## src/hdl/rnpi_pkg.sv

```systemverilog
// Shared types, constants and helpers for the nearest palette index core.
// No dependencies; every other file in hdl/ imports this package.
`default_nettype none

package rnpi_pkg;

  localparam int PALETTE_ENTRIES = 256;
  localparam int CHANNEL_BITS    = 5;
  localparam int IDX_W           = $clog2(PALETTE_ENTRIES);
  localparam int DIST_W          = 18;
  localparam int SQ_W            = 16;
  localparam logic [DIST_W-1:0] MAX_DIST = 18'd195075;

  typedef struct packed {
    logic [7:0] red;
    logic [7:0] green;
    logic [7:0] blue;
  } color_t;

  // One palette entry presented to the distance unit.
  typedef struct packed {
    logic             valid;
    logic             first;
    logic [IDX_W-1:0] idx;
    color_t           color;
  } feed_t;

  typedef struct packed {
    logic [IDX_W-1:0]  idx;
    logic [DIST_W-1:0] distance;
  } best_t;

  // Widen a channel to 8 bits by bit replication.
  function automatic logic [7:0] widen_channel(input logic [CHANNEL_BITS-1:0] c);
    logic [7:0] v;
    v = 8'(c);
    return 8'((v << (8 - CHANNEL_BITS)) | (v >> (2 * CHANNEL_BITS - 8)));
  endfunction

  function automatic logic [SQ_W-1:0] square_diff(input logic [7:0] a, input logic [7:0] b);
    logic [7:0] d;
    d = (a > b) ? (a - b) : (b - a);
    return SQ_W'(d) * SQ_W'(d);
  endfunction

endpackage

`default_nettype wire

```

## src/hdl/rnpi_dist.sv

```systemverilog
// Two-stage distance unit: squares channel differences, then keeps the running best.
// Depends on rnpi_pkg for the feed and best types and square_diff.
`default_nettype none

module rnpi_dist (
  input  wire logic             clk_i,
  input  wire logic             rst_ni,
  input  wire rnpi_pkg::color_t query_i,
  input  wire rnpi_pkg::feed_t  feed_i,
  output rnpi_pkg::best_t       best_o
);
  import rnpi_pkg::*;

  logic             s1_valid_q;
  logic             s1_first_q;
  logic [IDX_W-1:0] s1_idx_q;
  logic [SQ_W-1:0]  sq_r_q, sq_g_q, sq_b_q;
  logic [DIST_W-1:0] sum;
  best_t            best_q, best_d;

  always_ff @(posedge clk_i or negedge rst_ni) begin
    if (!rst_ni) begin
      s1_valid_q <= 1'b0;
    end else begin
      s1_valid_q <= feed_i.valid;
    end
  end

  always_ff @(posedge clk_i) begin
    s1_first_q <= feed_i.first;
    s1_idx_q   <= feed_i.idx;
    sq_r_q     <= square_diff(query_i.red,   feed_i.color.red);
    sq_g_q     <= square_diff(query_i.green, feed_i.color.green);
    sq_b_q     <= square_diff(query_i.blue,  feed_i.color.blue);
  end

  assign sum = DIST_W'(sq_r_q) + DIST_W'(sq_g_q) + DIST_W'(sq_b_q);

  // Only a strictly smaller distance replaces the best, so ties keep the lower index.
  always_comb begin
    best_d = best_q;
    if (s1_valid_q && (s1_first_q || (sum < best_q.distance))) begin
      best_d.idx      = s1_idx_q;
      best_d.distance = sum;
    end
  end

  always_ff @(posedge clk_i) begin
    best_q <= best_d;
  end

  assign best_o = best_q;

endmodule

`default_nettype wire

```

## config.mk

```make
export PLATFORM = sky130hd
export DESIGN_NAME = rnpi_dist
export DESIGN_NICKNAME = d
export VERILOG_FILES = /design/src/hdl/rnpi_pkg.sv /design/src/hdl/rnpi_dist.sv
export SDC_FILE = /design/constraint.sdc
export NUM_CORES = 1
export LEC_CHECK = 0
export BUFFER_PORTS_ARGS = -buffer_cell sky130_fd_sc_hd__buf_2
export CORE_UTILIZATION = 60
export DETAILED_ROUTE_END_ITERATION = 6
export HOLD_SLACK_MARGIN = 0.06
export PLACE_DENSITY_LB_ADDON = 0.08
export SYNTH_ARGS = -nofsm -noshare
export SYNTH_HDL_FRONTEND = slang
export SYNTH_SLANG_ARGS = --single-unit
```

## constraint.sdc

```tcl
create_clock -name clk_i -period 10.7 [get_ports clk_i]
set_input_delay 2.14 -clock clk_i [delete_from_list [all_inputs] [get_ports clk_i]]
set_output_delay 2.14 -clock clk_i [all_outputs]
set_load 0.02 [all_outputs]
```

==> metrics.csv <==
stage;metric;value;unit
clocking;worst_case_clock_buffer_depth;2;
drt;m1WireLength;8.73;mm
drt;routed_via_density;5.27;
synth;syn_avg_cell_area;9.15;µm²
clocking;numCtsBuffers;9;
synth;yosys-top-cells-area;sky130_fd_sc_hd__ha_1 20%, sky130_fd_sc_hd__fa_1 19%, sky130_fd_sc_hd__dfxtp_1 11%;
clocking;cts_tree;built;
sta;setup-tns-final;0;ps
drt;num_vias;7563;
sta;setup_repair_after_global_routing_missed_its_margin;no;
drt;routed-wl-met3;658;µm
floorplanning;design.die.area;0.0177;mm²
drt;routed_length_on_met2;8.81;mm
synth;yosys_register_bits;81;
setup_path;critical_path.top_delay_family;adder cells;
clocking;cts_root_buffer;sky130_fd_sc_hd__clkbuf_16;
clocking;post_cts_resize_count;0;
sta;final-max-slew-violation-count;0;
clocking;postCtsHoldBufs;0;
final_layout;flow.area_growth_from_synthesis;9.12;%
clocking;clk-insertion-delay-late;340;ps
setup_path;timing.critical_path.to_type;flop;
global_routing;grt_max_degree;17;
global_routing;grt_first_pass_wirelength;32.2;mm
floorplanning;initial_utilization;61.8;%
floorplanning;die_w;133;µm
global_routing;globalRouteTotalUtil;22.1;%
sta;max_slew.worst_pin.slew;985;ps
sta;clock.fmax;0.121;GHz
setup_path;setup.worst_path.class;in2reg;
floorplanning;chipHeight;133;µm
setup_path;arrival;8470;ps
outcome;run_status;finished clean;
drt;routed.top_layer;met4;
floorplanning;core;0.0166;mm²
final_layout;drive_gt1_share;11.6;%
drt;drt_first_pass_iters;6;
setup_path;critPathMostFrequentCell;sky130_fd_sc_hd__fa_1;
global_routing;antenna_found_initial;0;
floorplanning;placementRows;47;
final_layout;layout_common_cells;219 x sky130_fd_sc_hd__inv_1, 168 x sky130_fd_sc_hd__ha_1, 111 x sky130_fd_sc_hd__nor2_1, 97 x sky130_fd_sc_hd__fa_1, 85 x sky130_fd_sc_hd__buf_2;
sta;final_min_period_over_clock_period;77.1;%
placement;globalplace.congestion;0.863;
setup_path;slowest_cell_on_the_critical_path;sky130_fd_sc_hd__xor2_1;
sta;setup_viol;0;
synth;syn_inst;1124;
final_layout;most_common_cell_after_layout_fill_and_taps_aside;sky130_fd_sc_hd__inv_1;
setup_path;critPathMaxStageDelay;640;ps
placement;detailed_place_hpwl;15.5;mm
setup_path;worstPathBufferInverterCount;5;
final_layout;n_antenna_cell;0;
clocking;post-cts-setup-buffers;0;
synth;synthFlopType;sky130_fd_sc_hd__dfxtp_1;
drt;wl_per_cell;12.8;µm
floorplanning;io_pins;86;
sta;final.min_clock_period;8250;ps
sta;clock_skew;6.08;ps
placement;io_buffers;85;
synth;synth-seq-area-share;18.3;%
clocking;ctsHtreeMaxLevel;3;
flow_run;max_cap_viol_count;0;
synth;synth.lib_cells_used.distinct;77;
drt;ant_nets;0;
drt;drt-total-wl;18.3;mm
sta;finalHoldViolCount;0;
synth;area_leader_netlist;sky130_fd_sc_hd__ha_1;
global_routing;grt.overflow.total;0;
sta;worst_max_slew_margin_expressed_relative_to_the_limit;32.4;%
drt;post-route-drc-count;0;
setup_path;path_cells;buf_2, inv_1, ha_1, fa_1, nor2b_1, o211ai_2, a311o_1, nand2_1, mux2i_1, xor2_1, or2_1, fa_1, inv_1, fa_1, fa_1, inv_1, fa_1, inv_1, ha_1, nor4_1, o31ai_1, a21o_1, a21oi_1, xnor3_1;
final_layout;design.final.nets;1534;
clocking;clock_sinks;81;
synth;synth_enable_flop_cells;26;
setup_path;timing.critical_path.required;10930;ps
clocking;clkTransAtPathRegs;70;ps
synth;mappedNetlistArea;0.0103;mm²
synth;synthDominantCellAreaShare;20.4;%
setup_path;worst-path-max-fanout;9;
synth;synthesis.yosys.warnings;0;
min_path;min-delay-path-class;reg2reg;
synth;async_flop_share;1.23;%
setup_path;timing.critical_path.from_type;input port;
drt;drt_iter0_drc;271;
global_routing;first_global_vias;7398;
worst register-to-register path, delay by kind of cell (launching register included):
family	cells	cell delay, ps
adders and majority gates	3	980
xor gates and xnor gates	1	320
AOI/OAI and AO/OA	9	2700
and+or+nand+nor	1	190
buffers and inverters	1	350
DFF	1	330
area by class of cell:
type	instances	area, µm²
fill	1417	5420
tap	220	275
sequential	81	1890
clock buffer	9	225
timing repair buffer	86	433
inverter	221	830
multi-input combinational	810	7510
clock inverter	7	61.3
through the flow:
stage	utilization, %	area, µm²	setup slack [ps]	std cells	hold WS [ps]
after floorplan	-	10300	2730	1125	386
after global placement	65.7	10900	2220	1418	386
after detailed placement	65.7	10900	2110	1418	390
after CTS	67.4	11200	2470	1434	406
after global routing	67.4	11200	2030	1434	413
final	67.4	11200	2460	1434	405
routing by layer:
metal  vias up  track usage, %
met1      3557            29.5
met2       128            38.0
met5         -               0
met3        10            3.22
li1       3868               -
met4         0            4.41
registers in the layout, indices dropped and copies added, names as in the netlist:
name        count
s1_valid_q      1
sq_r_q         15
best_o         26
sq_g_q         15
s1_first_q      1
sq_b_q         15
s1_idx_q        8
final timing paths:
path                                          start                   end  slack, ps  cells after the start
worst max-delay path                     query_i[8]    sq_g_q[15]$_DFF_P_       2460                     24
worst min-delay path            s1_idx_q[4]$_DFF_P_  best_o[22]$_DFFE_PP_        410                      0
worst max register to register    sq_r_q[3]$_DFF_P_  best_o[13]$_DFFE_PP_       5520                     15
worst min register to register  s1_idx_q[4]$_DFF_P_  best_o[22]$_DFFE_PP_        410                      0
max in group asynchronous                    rst_ni  s1_valid_q$_DFF_PN0_       9050                      1
min in group asynchronous                    rst_ni  s1_valid_q$_DFF_PN0_       1560                      1
Yosys cell counts, drive strengths merged, types with 3 or more instances:
cell	instances
a211oi	10
nor2	115
xor2	21
a221oi	4
nor2b	9
nand4	7
o211ai	5
a21o	22
nor4	3
o21bai	7
a21oi	59
and2	8
fa	97
nand2	29
o31ai	6
buf	10
nand2b	14
mux2i	14
o21a	15
o21ai	34
edfxtp	26
dfxtp	54
inv	221
xnor2	51
a311oi	3
clkbuf	3
nor3	20
and3	7
or2	19
or3	10
nand3	12
ha	168
nand3b	5
kinds of logic after synthesis:
group,Yosys count,share of synthesized area (%)
and+or+nand+nor,268,12.9
adders and majority gates,265,39.3
buffers and inverters,234,8.69
AOI/OAI and AO/OA,186,12.4
DFF,81,18.3
xor gates and xnor gates,73,6.79
muxes,15,1.47
other,2,0.0730
Power is left out: the tool's default activity adds up to more than one toggle a clock period on the data nets, which glitch-free logic cannot reach.
