File: config.mk
export PLATFORM = sky130hd
export DESIGN_NAME = rnpi_cell
export DESIGN_NICKNAME = d
export VERILOG_FILES = /design/src/hdl/rnpi_pkg.sv /design/src/hdl/rnpi_cell.sv
export SDC_FILE = /design/constraint.sdc
export NUM_CORES = 1
export LEC_CHECK = 0
export ABC_AREA = 1
export BUFFER_PORTS_ARGS = -buffer_cell sky130_fd_sc_hd__buf_2
export CELL_PAD_IN_SITES_DETAIL_PLACEMENT = 1
export CELL_PAD_IN_SITES_GLOBAL_PLACEMENT = 1
export CORE_MARGIN = 2
export CORE_UTILIZATION = 26
export DETAILED_ROUTE_END_ITERATION = 6
export PLACE_DENSITY = 0.79
export SKIP_LAST_GASP = 1
export SLEW_MARGIN = 20
export SYNTH_ARGS = -nofsm -noshare
export SYNTH_HDL_FRONTEND = slang
export SYNTH_SLANG_ARGS = --single-unit
File: constraint.sdc
create_clock -name clk_i -period 1.07 [get_ports clk_i]
set_input_delay 0.214 -clock clk_i [delete_from_list [all_inputs] [get_ports clk_i]]
set_output_delay 0.214 -clock clk_i [all_outputs]
set_load 0.05 [all_outputs]
File: src/hdl/rnpi_pkg.sv
// Shared types, constants and helpers for the nearest palette index core.
// No dependencies; every other file in hdl/ imports this package.
`default_nettype none

package rnpi_pkg;

  localparam int PALETTE_ENTRIES = 256;
  localparam int CHANNEL_BITS    = 5;
  localparam int IDX_W           = $clog2(PALETTE_ENTRIES);
  localparam int DIST_W          = 18;
  localparam int SQ_W            = 16;
  localparam logic [DIST_W-1:0] MAX_DIST = 18'd195075;

  typedef struct packed {
    logic [7:0] red;
    logic [7:0] green;
    logic [7:0] blue;
  } color_t;

  // One palette entry presented to the distance unit.
  typedef struct packed {
    logic             valid;
    logic             first;
    logic [IDX_W-1:0] idx;
    color_t           color;
  } feed_t;

  typedef struct packed {
    logic [IDX_W-1:0]  idx;
    logic [DIST_W-1:0] distance;
  } best_t;

  // Widen a channel to 8 bits by bit replication.
  function automatic logic [7:0] widen_channel(input logic [CHANNEL_BITS-1:0] c);
    logic [7:0] v;
    v = 8'(c);
    return 8'((v << (8 - CHANNEL_BITS)) | (v >> (2 * CHANNEL_BITS - 8)));
  endfunction

  function automatic logic [SQ_W-1:0] square_diff(input logic [7:0] a, input logic [7:0] b);
    logic [7:0] d;
    d = (a > b) ? (a - b) : (b - a);
    return SQ_W'(d) * SQ_W'(d);
  endfunction

endpackage

`default_nettype wire

File: src/hdl/rnpi_cell.sv
// One cell of the palette ring: holds a single 24-bit entry.
// Depends on rnpi_pkg for the colour type.
`default_nettype none

module rnpi_cell (
  input  wire logic            clk_i,
  input  wire logic            shift_i,
  input  wire logic            wr_i,
  input  wire rnpi_pkg::color_t wr_data_i,
  input  wire rnpi_pkg::color_t nb_data_i,
  output rnpi_pkg::color_t     data_o
);
  import rnpi_pkg::*;

  color_t data_q, data_d;

  always_comb begin
    data_d = data_q;
    if (shift_i) begin
      data_d = nb_data_i;
    end else if (wr_i) begin
      data_d = wr_data_i;
    end
  end

  always_ff @(posedge clk_i) begin
    data_q <= data_d;
  end

  assign data_o = data_q;

endmodule

`default_nettype wire

==> results.md, run 1 <==
* CTS buffer count at 3
* Overall die area at ~0.0047 mm²
* Via count at 927
* Chip width at 68.5 µm
* Net count reported at finish at 230
* Share of cells above drive strength 1 at 49.7%
* Residual DRC at 0
* DR WL/cell at 12.1 µm
* Min-Delay Endpoint: data_o[16]$_DFFE_PP_
* Number of cells produced by synthesis at between 100 and 150
* Core region area at 0.00400 mm²
* Cell depth of the worst hold path at 3
* Switching pwr at 827 µW
* Longest Clk Path Bufs at 2
* Clock input transition at the sequential cells of the worst setup and hold paths at 0.08 ns
* Worst rel slew slack at 77.7%
* Routed wire length at between 2 and 3 mm
* Min cycle time layout at 1.05 ns
* Cell type contributing the most total cell area after synthesis: edfxtp_1
* Effective utilization at floorplan at around 27%
* Longest individual stage delay on the worst path at 0.38 ns
* RD Place Congestion at 0.759
* Clock tree from TritonCTS: built
* Buffer and inverter count on the worst path at 1
* Worst-path cell with the longest stage delay: edfxtp_1
* Post-synth design cell area at 0.00108 mm²
* Fin crit share at 97.9%
* Top cells by area, synth: edfxtp_1 (67%), nand2_1 (23%), nand2_2 (4.0%), buf_6 (3.1%), buf_8 (1.4%)
* Share of total power in sequential cells at 47.7%
* Maximum VDD drop at 0.521 mV
* Area growth from synthesis to layout at 51.3%
* Minimum setup slack after placement at -0.00360 ns
* Number of endpoints with negative hold slack in the final report at 0
* Achievable Freq at between 0.9 and 1 GHz
* Start point of the worst min-delay path: wr_data_i[16]
* Grt ovf at 0
* Number of nets with antenna violations after routing at 0
* Outcome: finished clean
* Number of H-tree levels at 1
* Setup Viol. Count Final at 0
* Total power divided by cell area at 1530 mW/mm²
* Clock root buffer: clkbuf_8
* Slew at the pin with the worst max-slew slack at 0.334 ns
* Number of buffers inserted by post-CTS setup repair at 0
* Startpoint class of the critical path: flip-flop
* Sw frac at 33.0%
* Critical path cell sequence: buf_4
* Number of placement rows at 23
* Synth top area share at 66.6%
* Synthesis Warnings at 0
* Largest fanout of any net on the critical path at 1
* Flip-flop count of the largest register after layout at 24
* Path type of the worst min-delay path: input pin to flip-flop
* Number of top-level design ports at 75
* Avg Vias per Cell at between 4 and 5
* Max-slew violations at 0
* Number of antenna violations at the first check in global routing at 0
* Initial DRC count at 26
* Fin Setup TNS at 0 ns
* Post-synthesis sequential area ratio at 66.6%
* Combinational share of power at around a third
* Share of power burned in the clock network at between 20% and 30%
* Die Span Y at 68.5 µm
* Required time at the worst-slack endpoint at 0.86 ns
* Pin count of the biggest net entering global routing at 25
* Overall Power at 2510 µW
* Number of distinct library cell variants in the gate-level netlist after synthesis at 8
* Net count of the mapped netlist at around 150
* Unrepaired setup endpoints after global routing: yes
* Setup ws final at 0.0221 ns
* Final antenna diode count at 0
* Number of global-route vias before repair at 1024
* Pre-Repair DR Iteration Count at 4
* Internal Pwr Total at 1680 µW
* P_leak at ~0.00083 µW
* Post-DP HPWL at 2.24 mm
* Global-route total usage across every layer at 12.9%
* Number of input and output port buffers inserted at 74
* Wire length of the first global-routing pass at 4.47 mm
* Arrival time worst endpoint at roughly 0.83 ns
* Number of synthesized register bits at 24
* Number of max-capacitance violations reported at 0
* Total clock sinks at 24
* CP Capture Type: output pin
* Critical path's top delay family: flip-flops
* Post-synthesis average cell area at 10.5 µm²
* CP Class: flip-flop to output pin
routing by layer:
layer / part of all wire [%] / GRT usage, % / vias to the layer above
met5: 0 / 0 / -
met4: 0.98 / 5.50 / 0
met3: 6.7 / 2.11 / 2
met2: 53 / 24.0 / 35
met1: 39 / 14.3 / 414
li1: - / - / 476
synthesized netlist by cell type:
master,instances
nand2_1,65
edfxtp_1,24
nand2_2,7
buf_6,3
buf_4,1
buf_8,1
inv_8,1
or2_2,1
through the flow:
step	util [%]	instances	hold WS, ns	cell area, µm²
floorplan	-	103	0.387	1080
global placement	36.9	224	0.482	1480
detailed placement	36.9	224	0.487	1480
CTS	38.4	227	0.220	1540
global route	40.9	227	0.221	1640
finish	40.9	227	0.223	1640
power by group through the flow:
| stage | clock [µW] | sequential (µW) | combinational [µW] |
|---|---|---|---|
| after floorplan | 0 | 1570 | 124 |
| after global placement | 0 | 1200 | 691 |
| after detailed placement | 0 | 1200 | 700 |
| after CTS | 530 | 1180 | 718 |
| after global routing | 578 | 1210 | 844 |
| final | 520 | 1200 | 790 |
worst max-delay path by stage:
| stage | startpoint | cells after the start | end | slack, ns |
|---|---|---|---|---|
| floorplan | shift_i | 2 | data_o[0]$_DFFE_PP_ | 0.11 |
| global placement | shift_i | 5 | data_o[7]$_DFFE_PP_ | 0.02 |
| detailed placement | shift_i | 5 | data_o[3]$_DFFE_PP_ | -0.004 |
| CTS | data_o[23]$_DFFE_PP_ | 1 | data_o[23] | 0.0009 |
| global route | data_o[15]$_DFFE_PP_ | 1 | data_o[15] | -0.02 |
| finish | data_o[15]$_DFFE_PP_ | 1 | data_o[15] | 0.02 |
cell type report:
cell class / instances / area, µm²
clock buffer: 3 / 41.3
multi-input combinational: 73 / 297
tap: 50 / 62.6
sequential: 24 / 721
fill: 484 / 2360
timing repair buffer: 76 / 505
inverter: 1 / 11.3
logic make-up after synthesis:
group	synth area share [%]
buffers and inverters	6.24
DFF	66.6
and+or+nand+nor	27.2
cell usage in the layout, fill, tap and decap left out:
master / count
edfxtp_1: 24
or2_4: 1
nand2_2: 7
inv_8: 1
buf_2: 50
buf_4: 10
buf_6: 16
nand2_1: 65
clkbuf_8: 3
repair_timing:
item                                    CTS  global route
gates resized for setup                   7            50
hold buffers                              0             0
endpoints found under the setup margin    7            23
(Power assumes the default switching activity.)
==> run 2, diff against run 1 <==
- CORE_UTILIZATION: 26 -> 28
- PLACE_DENSITY: 0.79 -> 0.81
- RECOVER_POWER: unset -> 50
- clock period: 1.07 -> 1 ns (I/O delays scaled with it)
==> run 2 against run 1 <==
Compared with the run above: the flow now finishes with violations (negative setup slack); non-clock buffer count is the same; worst hold slack got worse by 0.022 ns; combinational power is 9.1% higher; routed wire length rose by 0.33%; die area is 6.7% lower; clock-buffer cell count is the same; clock power up 8.5%; critical path type unchanged.
==> results.md, run 2 (synthesis results as in run 1) <==
* Number of endpoints with negative hold slack in the final report at 0
* Achievable Freq at between 0.9 and 1 GHz
* Avg Vias per Cell at between 4 and 5
* Hold_buf cts at 0
* Number of max-capacitance violations reported at 0
* Longest individual stage delay on the worst path at roughly 0.42 ns
* Number of top-level design ports at 75
* Worst rel slew slack at approximately 60%
* Path type of the worst min-delay path: input pin to flip-flop
* Number of placement rows at 22
* Global-route total usage across every layer at 13.4%
* Die Span Y at about 66 µm
* Startpoint class of the critical path: flip-flop
* Flip-flop count of the largest register after layout at 24
* Longest Clk Path Bufs at 2
* Top Usage Layer GRT: met2
* Maximum VDD drop at 0.506 mV
* Via count at 958
* Clock tree from TritonCTS: built
* Arrival time worst endpoint at roughly 0.86 ns
* Worst setup startpoint: data_o[20]$_DFFE_PP_
* Number of antenna violations at the first check in global routing at 0
* Total clock sinks at 24
* Number of input and output port buffers inserted at 74
* Unrepaired setup endpoints after global routing: yes
* Required time at the worst-slack endpoint at roughly 0.80 ns
* Residual DRC at 0
* Min cycle time layout at 1.06 ns
* Met2 Use GR at between 20% and 30%
* Number of global-route vias before repair at 1003
* Share of cells above drive strength 1 at 48.9%
* Total power divided by cell area at 1630 mW/mm²
* Clock input transition at the sequential cells of the worst setup and hold paths at 0.08 ns
* CP Class: flip-flop to output pin
* Net count reported at finish at 230
* Core occupancy in the finished layout at 45.1%
* Setup Viol. Count Final at 24
* Met3 layer usage reported by global route at 1.36%
* DR WL/cell at 12.2 µm
* Worst-path cell with the longest stage delay: edfxtp_1
* Fin crit share at 106%
* Slew at the pin with the worst max-slew slack at 0.575 ns
* Cell area after placement at between 0.001 and 0.0015 mm²
* Wire length of the first global-routing pass at 4.44 mm
* CTS buffer count at 3
* Area growth from synthesis to layout at 53.9%
* Routed wire length at 2.76 mm
* Number of buffers inserted by post-CTS setup repair at 0
* Largest fanout of any net on the critical path at 1
* CP Capture Type: output pin
* Setup ws final at -0.0563 ns
* Outcome: finished, violations left
* Effective utilization at floorplan at between 20 and 30%
* Start point of the worst min-delay path: wr_data_i[13]
* Chip width at between 60 and 70 µm
* Overall die area at 0.00438 mm²
* Number of nets with antenna violations after routing at 0
* Initial DRC count at 63
* Most common cell after layout, fill and taps aside: nand2_1
* Clock root buffer: clkbuf_8
* Design Area, Final at 0.00167 mm²
* Final antenna diode count at 0
* Core region area at approximately 0.0037 mm²
* Most frequent cells in the layout: nand2_1 (65), buf_2 (49), edfxtp_1 (24), buf_6 (24), nand2_2 (7)
* Pin count of the biggest net entering global routing at 25
* RD Place Congestion at 0.789
* Post-DP HPWL at about 2.2 mm
* Violated checks: negative setup slack
* Filler instances at 448
* Max-slew violations at 0
* Buffer and inverter count on the worst path at 1
* Fin Setup TNS at -0.415 ns
* Critical path cell sequence: buf_6
* Pre-Repair DR Iteration Count at 4
* Grt ovf at 0
* Met1 Use GR at 16.2%
* Critical path's top delay family: flip-flops
* P_leak at 0.000841 µW
* Minimum setup slack after placement at -0.0500 ns
* Number of H-tree levels at 1
-- run 2: cell count changes in the layout (fill, tap and decap cells not counted) --
| cell | delta |
|---|---|
| buf_2 | -1 |
| buf_4 | -8 |
| buf_6 | +8 |
| clkbuf_1 | +1 |
| clkinv_1 | +1 |
| or2_2 | +1 |
| or2_4 | -1 |
-- run 2: cell type report --
| type | count | area [µm²] | share of cell area [%] |
|---|---|---|---|
| clock buffer | 3 | 41.3 | 2.48 |
| inverter | 1 | 11.3 | 0.676 |
| timing repair buffer | 76 | 534 | 32.1 |
| tap | 48 | 60.1 | 3.61 |
| clock inverter | 1 | 3.75 | 0.225 |
| multi-input combinational | 73 | 294 | 17.7 |
| sequential | 24 | 721 | 43.3 |
-- run 2: path summary, 6_finish.rpt --
path              depth (start not counted)              endpoint  slack, ns
setup / recovery                          1            data_o[20]      -0.06
hold / removal                            3  data_o[13]$_DFFE_PP_       0.20
-- run 2: worst min-delay path: cells and delay by family --
kind | cells | cell delay, ns
buf+inv | 1 | 0.08
simple gates | 2 | 0.08
-- run 2: through the flow --
step | total power [µW] | std cells | hold WS (ns)
after detailed placement | 2030 | 222 | 0.469
after floorplan | 1810 | 103 | 0.373
after CTS | 2760 | 226 | 0.195
after global placement | 2020 | 222 | 0.466
after global routing | 2850 | 226 | 0.199
final | 2720 | 226 | 0.200
-- run 2: timing repair --
item,4_1_cts,5_1_grt
setup endpoints to repair,24,24
endpoints found under the hold margin,0,0
resized for setup,48,0
-- run 2: where the power goes --
group	internal, µW	switching [µW]
clock	274	290
sequential	1240	53.0
combinational	312	550
total	1820	894
-- run 2: per-layer routing --
metal | up-vias | routed length (µm)
met5 | - | 0
li1 | 476 | -
met1 | 451 | 1040
met4 | 0 | 27
met3 | 2 | 103
met2 | 29 | 1590
==> run 3, diff against run 2 <==
- CORE_MARGIN: 2 -> 5
==> run 3 against run 2 <==
Compared with the run above: the run still ends with negative setup slack left; die area up 19%; via count up 1.6%; largest power group unchanged; power up 10%; critical path type unchanged; largest cell class unchanged; non-clock buffer count up 1; cell count up 0.44%; core utilization up 0.27 points.
==> results.md, run 3 (synthesis results as in run 1) <==
* Outcome: finished, violations left
* Violated checks: negative setup slack
* Worst setup startpoint: data_o[12]$_DFFE_PP_
* CTS buffer count at 3
* Grt ovf at 0
* Pin count of the biggest net entering global routing at 25
* Critical path cell sequence: buf_6
* Number of endpoints with negative hold slack in the final report at 0
* Area used by multi-input combinational logic at 294 µm²
* Achievable Freq at roughly 0.94 GHz
* Number of antenna violations at the first check in global routing at 0
* Clock input transition at the sequential cells of the worst setup and hold paths at 0.08 ns
* Net count reported at finish at 231
* Number of placement rows at 22
* Largest fanout of any net on the critical path at 1
* Max-slew violations at 0
* Number of buffers inserted by post-CTS setup repair at 0
* Minimum setup slack after placement at -0.0319 ns
* Final antenna diode count at 0
* Number of H-tree levels at 1
* Required time at the worst-slack endpoint at 0.80 ns
* Fin crit share at 106%
* Clock root buffer: clkbuf_8
* Area growth from synthesis to layout at 56.0%
* Hold_buf cts at 0
* Longest individual stage delay on the worst path at 0.42 ns
* Chip width at 72.2 µm
* P_leak at approximately 0.00085 µW
* Startpoint class of the critical path: flip-flop
* Maximum VDD drop at 0.693 mV
* Post-DP HPWL at around 2.5 mm
* Core region area at 0.00372 mm²
* Number of nets with antenna violations after routing at 0
* CP Capture Type: output pin
* Wire length of the first global-routing pass at about 4.7 mm
* Die Span Y at a little over 70 µm
* Filler instances at 445
* Setup ws final at -0.0603 ns
* Routed wire length at approximately 3.1 mm
* Initial DRC count at 41
* DR WL/cell at around 14 µm
* Longest Clk Path Bufs at 2
* Clock tree from TritonCTS: built
* Via count at 973
* Pre-Repair DR Iteration Count at 4
* Buffer and inverter count on the worst path at 1
* Overall die area at 0.00521 mm²
* CP Class: flip-flop to output pin
* Effective utilization at floorplan at a little under 30%
* Reg area at 721 µm²
* Worst rel slew slack at 69.6%
* Global-route total usage across every layer at 11.7%
* Setup Viol. Count Final at 24
* Total power divided by cell area at 1770 mW/mm²
* Number of top-level design ports at 75
* Share of cells above drive strength 1 at ~50%
* Critical path's top delay family: flip-flops
* Worst-path cell with the longest stage delay: edfxtp_1
* Most common cell after layout, fill and taps aside: nand2_1
* Avg Vias per Cell at about 4.3
* Unrepaired setup endpoints after global routing: yes
* Residual DRC at 0
* Path type of the worst min-delay path: input pin to flip-flop
* Arrival time worst endpoint at 0.86 ns
* Total clock sinks at 24
* Start point of the worst min-delay path: wr_data_i[21]
* Flip-flop count of the largest register after layout at 24
* Number of global-route vias before repair at 1039
* Number of input and output port buffers inserted at 74
* Most frequent cells in the layout: nand2_1 (66), buf_2 (49), edfxtp_1 (24), buf_6 (24), nand2_2 (6)
* RD Place Congestion at ~0.73
* Slew at the pin with the worst max-slew slack at 0.455 ns
* Min cycle time layout at 1.06 ns
* Overall Power at 3000 µW
* Number of max-capacitance violations reported at 0
[run 3: timing repair]
action                                  in CTS  in global routing
resized for setup                           48                  0
endpoints found under the setup margin      24                 24
pin swaps                                    0                  0
[run 3: power breakdown]
| part | total, µW | switching, µW | internal (µW) |
|---|---|---|---|
| registers | 1290 | 52.7 | 1240 |
| clock network | 838 | 304 | 535 |
| logic | 866 | 554 | 313 |
| total | 3000 | 910 | 2080 |
[run 3: per-layer routing]
metal | track usage [%] | vias to the layer above | wire length [µm]
met3 | 0.970 | 2 | 158
met5 | 0 | - | 0
met4 | 5.01 | 0 | 36
met2 | 24.3 | 32 | 1790
li1 | - | 478 | -
met1 | 11.3 | 461 | 1080
[run 3: metrics by stage]
stage               util, %  TNS, ns  hold slack, ns  instance area (µm²)  instances
floorplan                 -        0           0.373                 1080        103
global placement       39.9        0           0.469                 1480        223
detailed placement     39.9   -0.747           0.474                 1480        223
CTS                    45.8   -0.873           0.194                 1700        227
global route           45.4    -1.42           0.201                 1690        227
finish                 45.4   -0.527           0.201                 1690        227
[run 3: layout make-up]
cell class,count,share of cell area [%]
Inverter,1,0.222
Sequential cell,24,42.7
Tap cell,48,3.56
Clock inverter,1,1.78
Clock buffer,3,2.45
Multi-Input combinational cell,73,17.4
Timing Repair Buffer,77,31.9
[run 3: final timing paths]
path,end,slack (ns),cells past startpoint
worst min-delay path,data_o[21]$_DFFE_PP_,0.20,3
worst max-delay path,data_o[12],-0.06,1
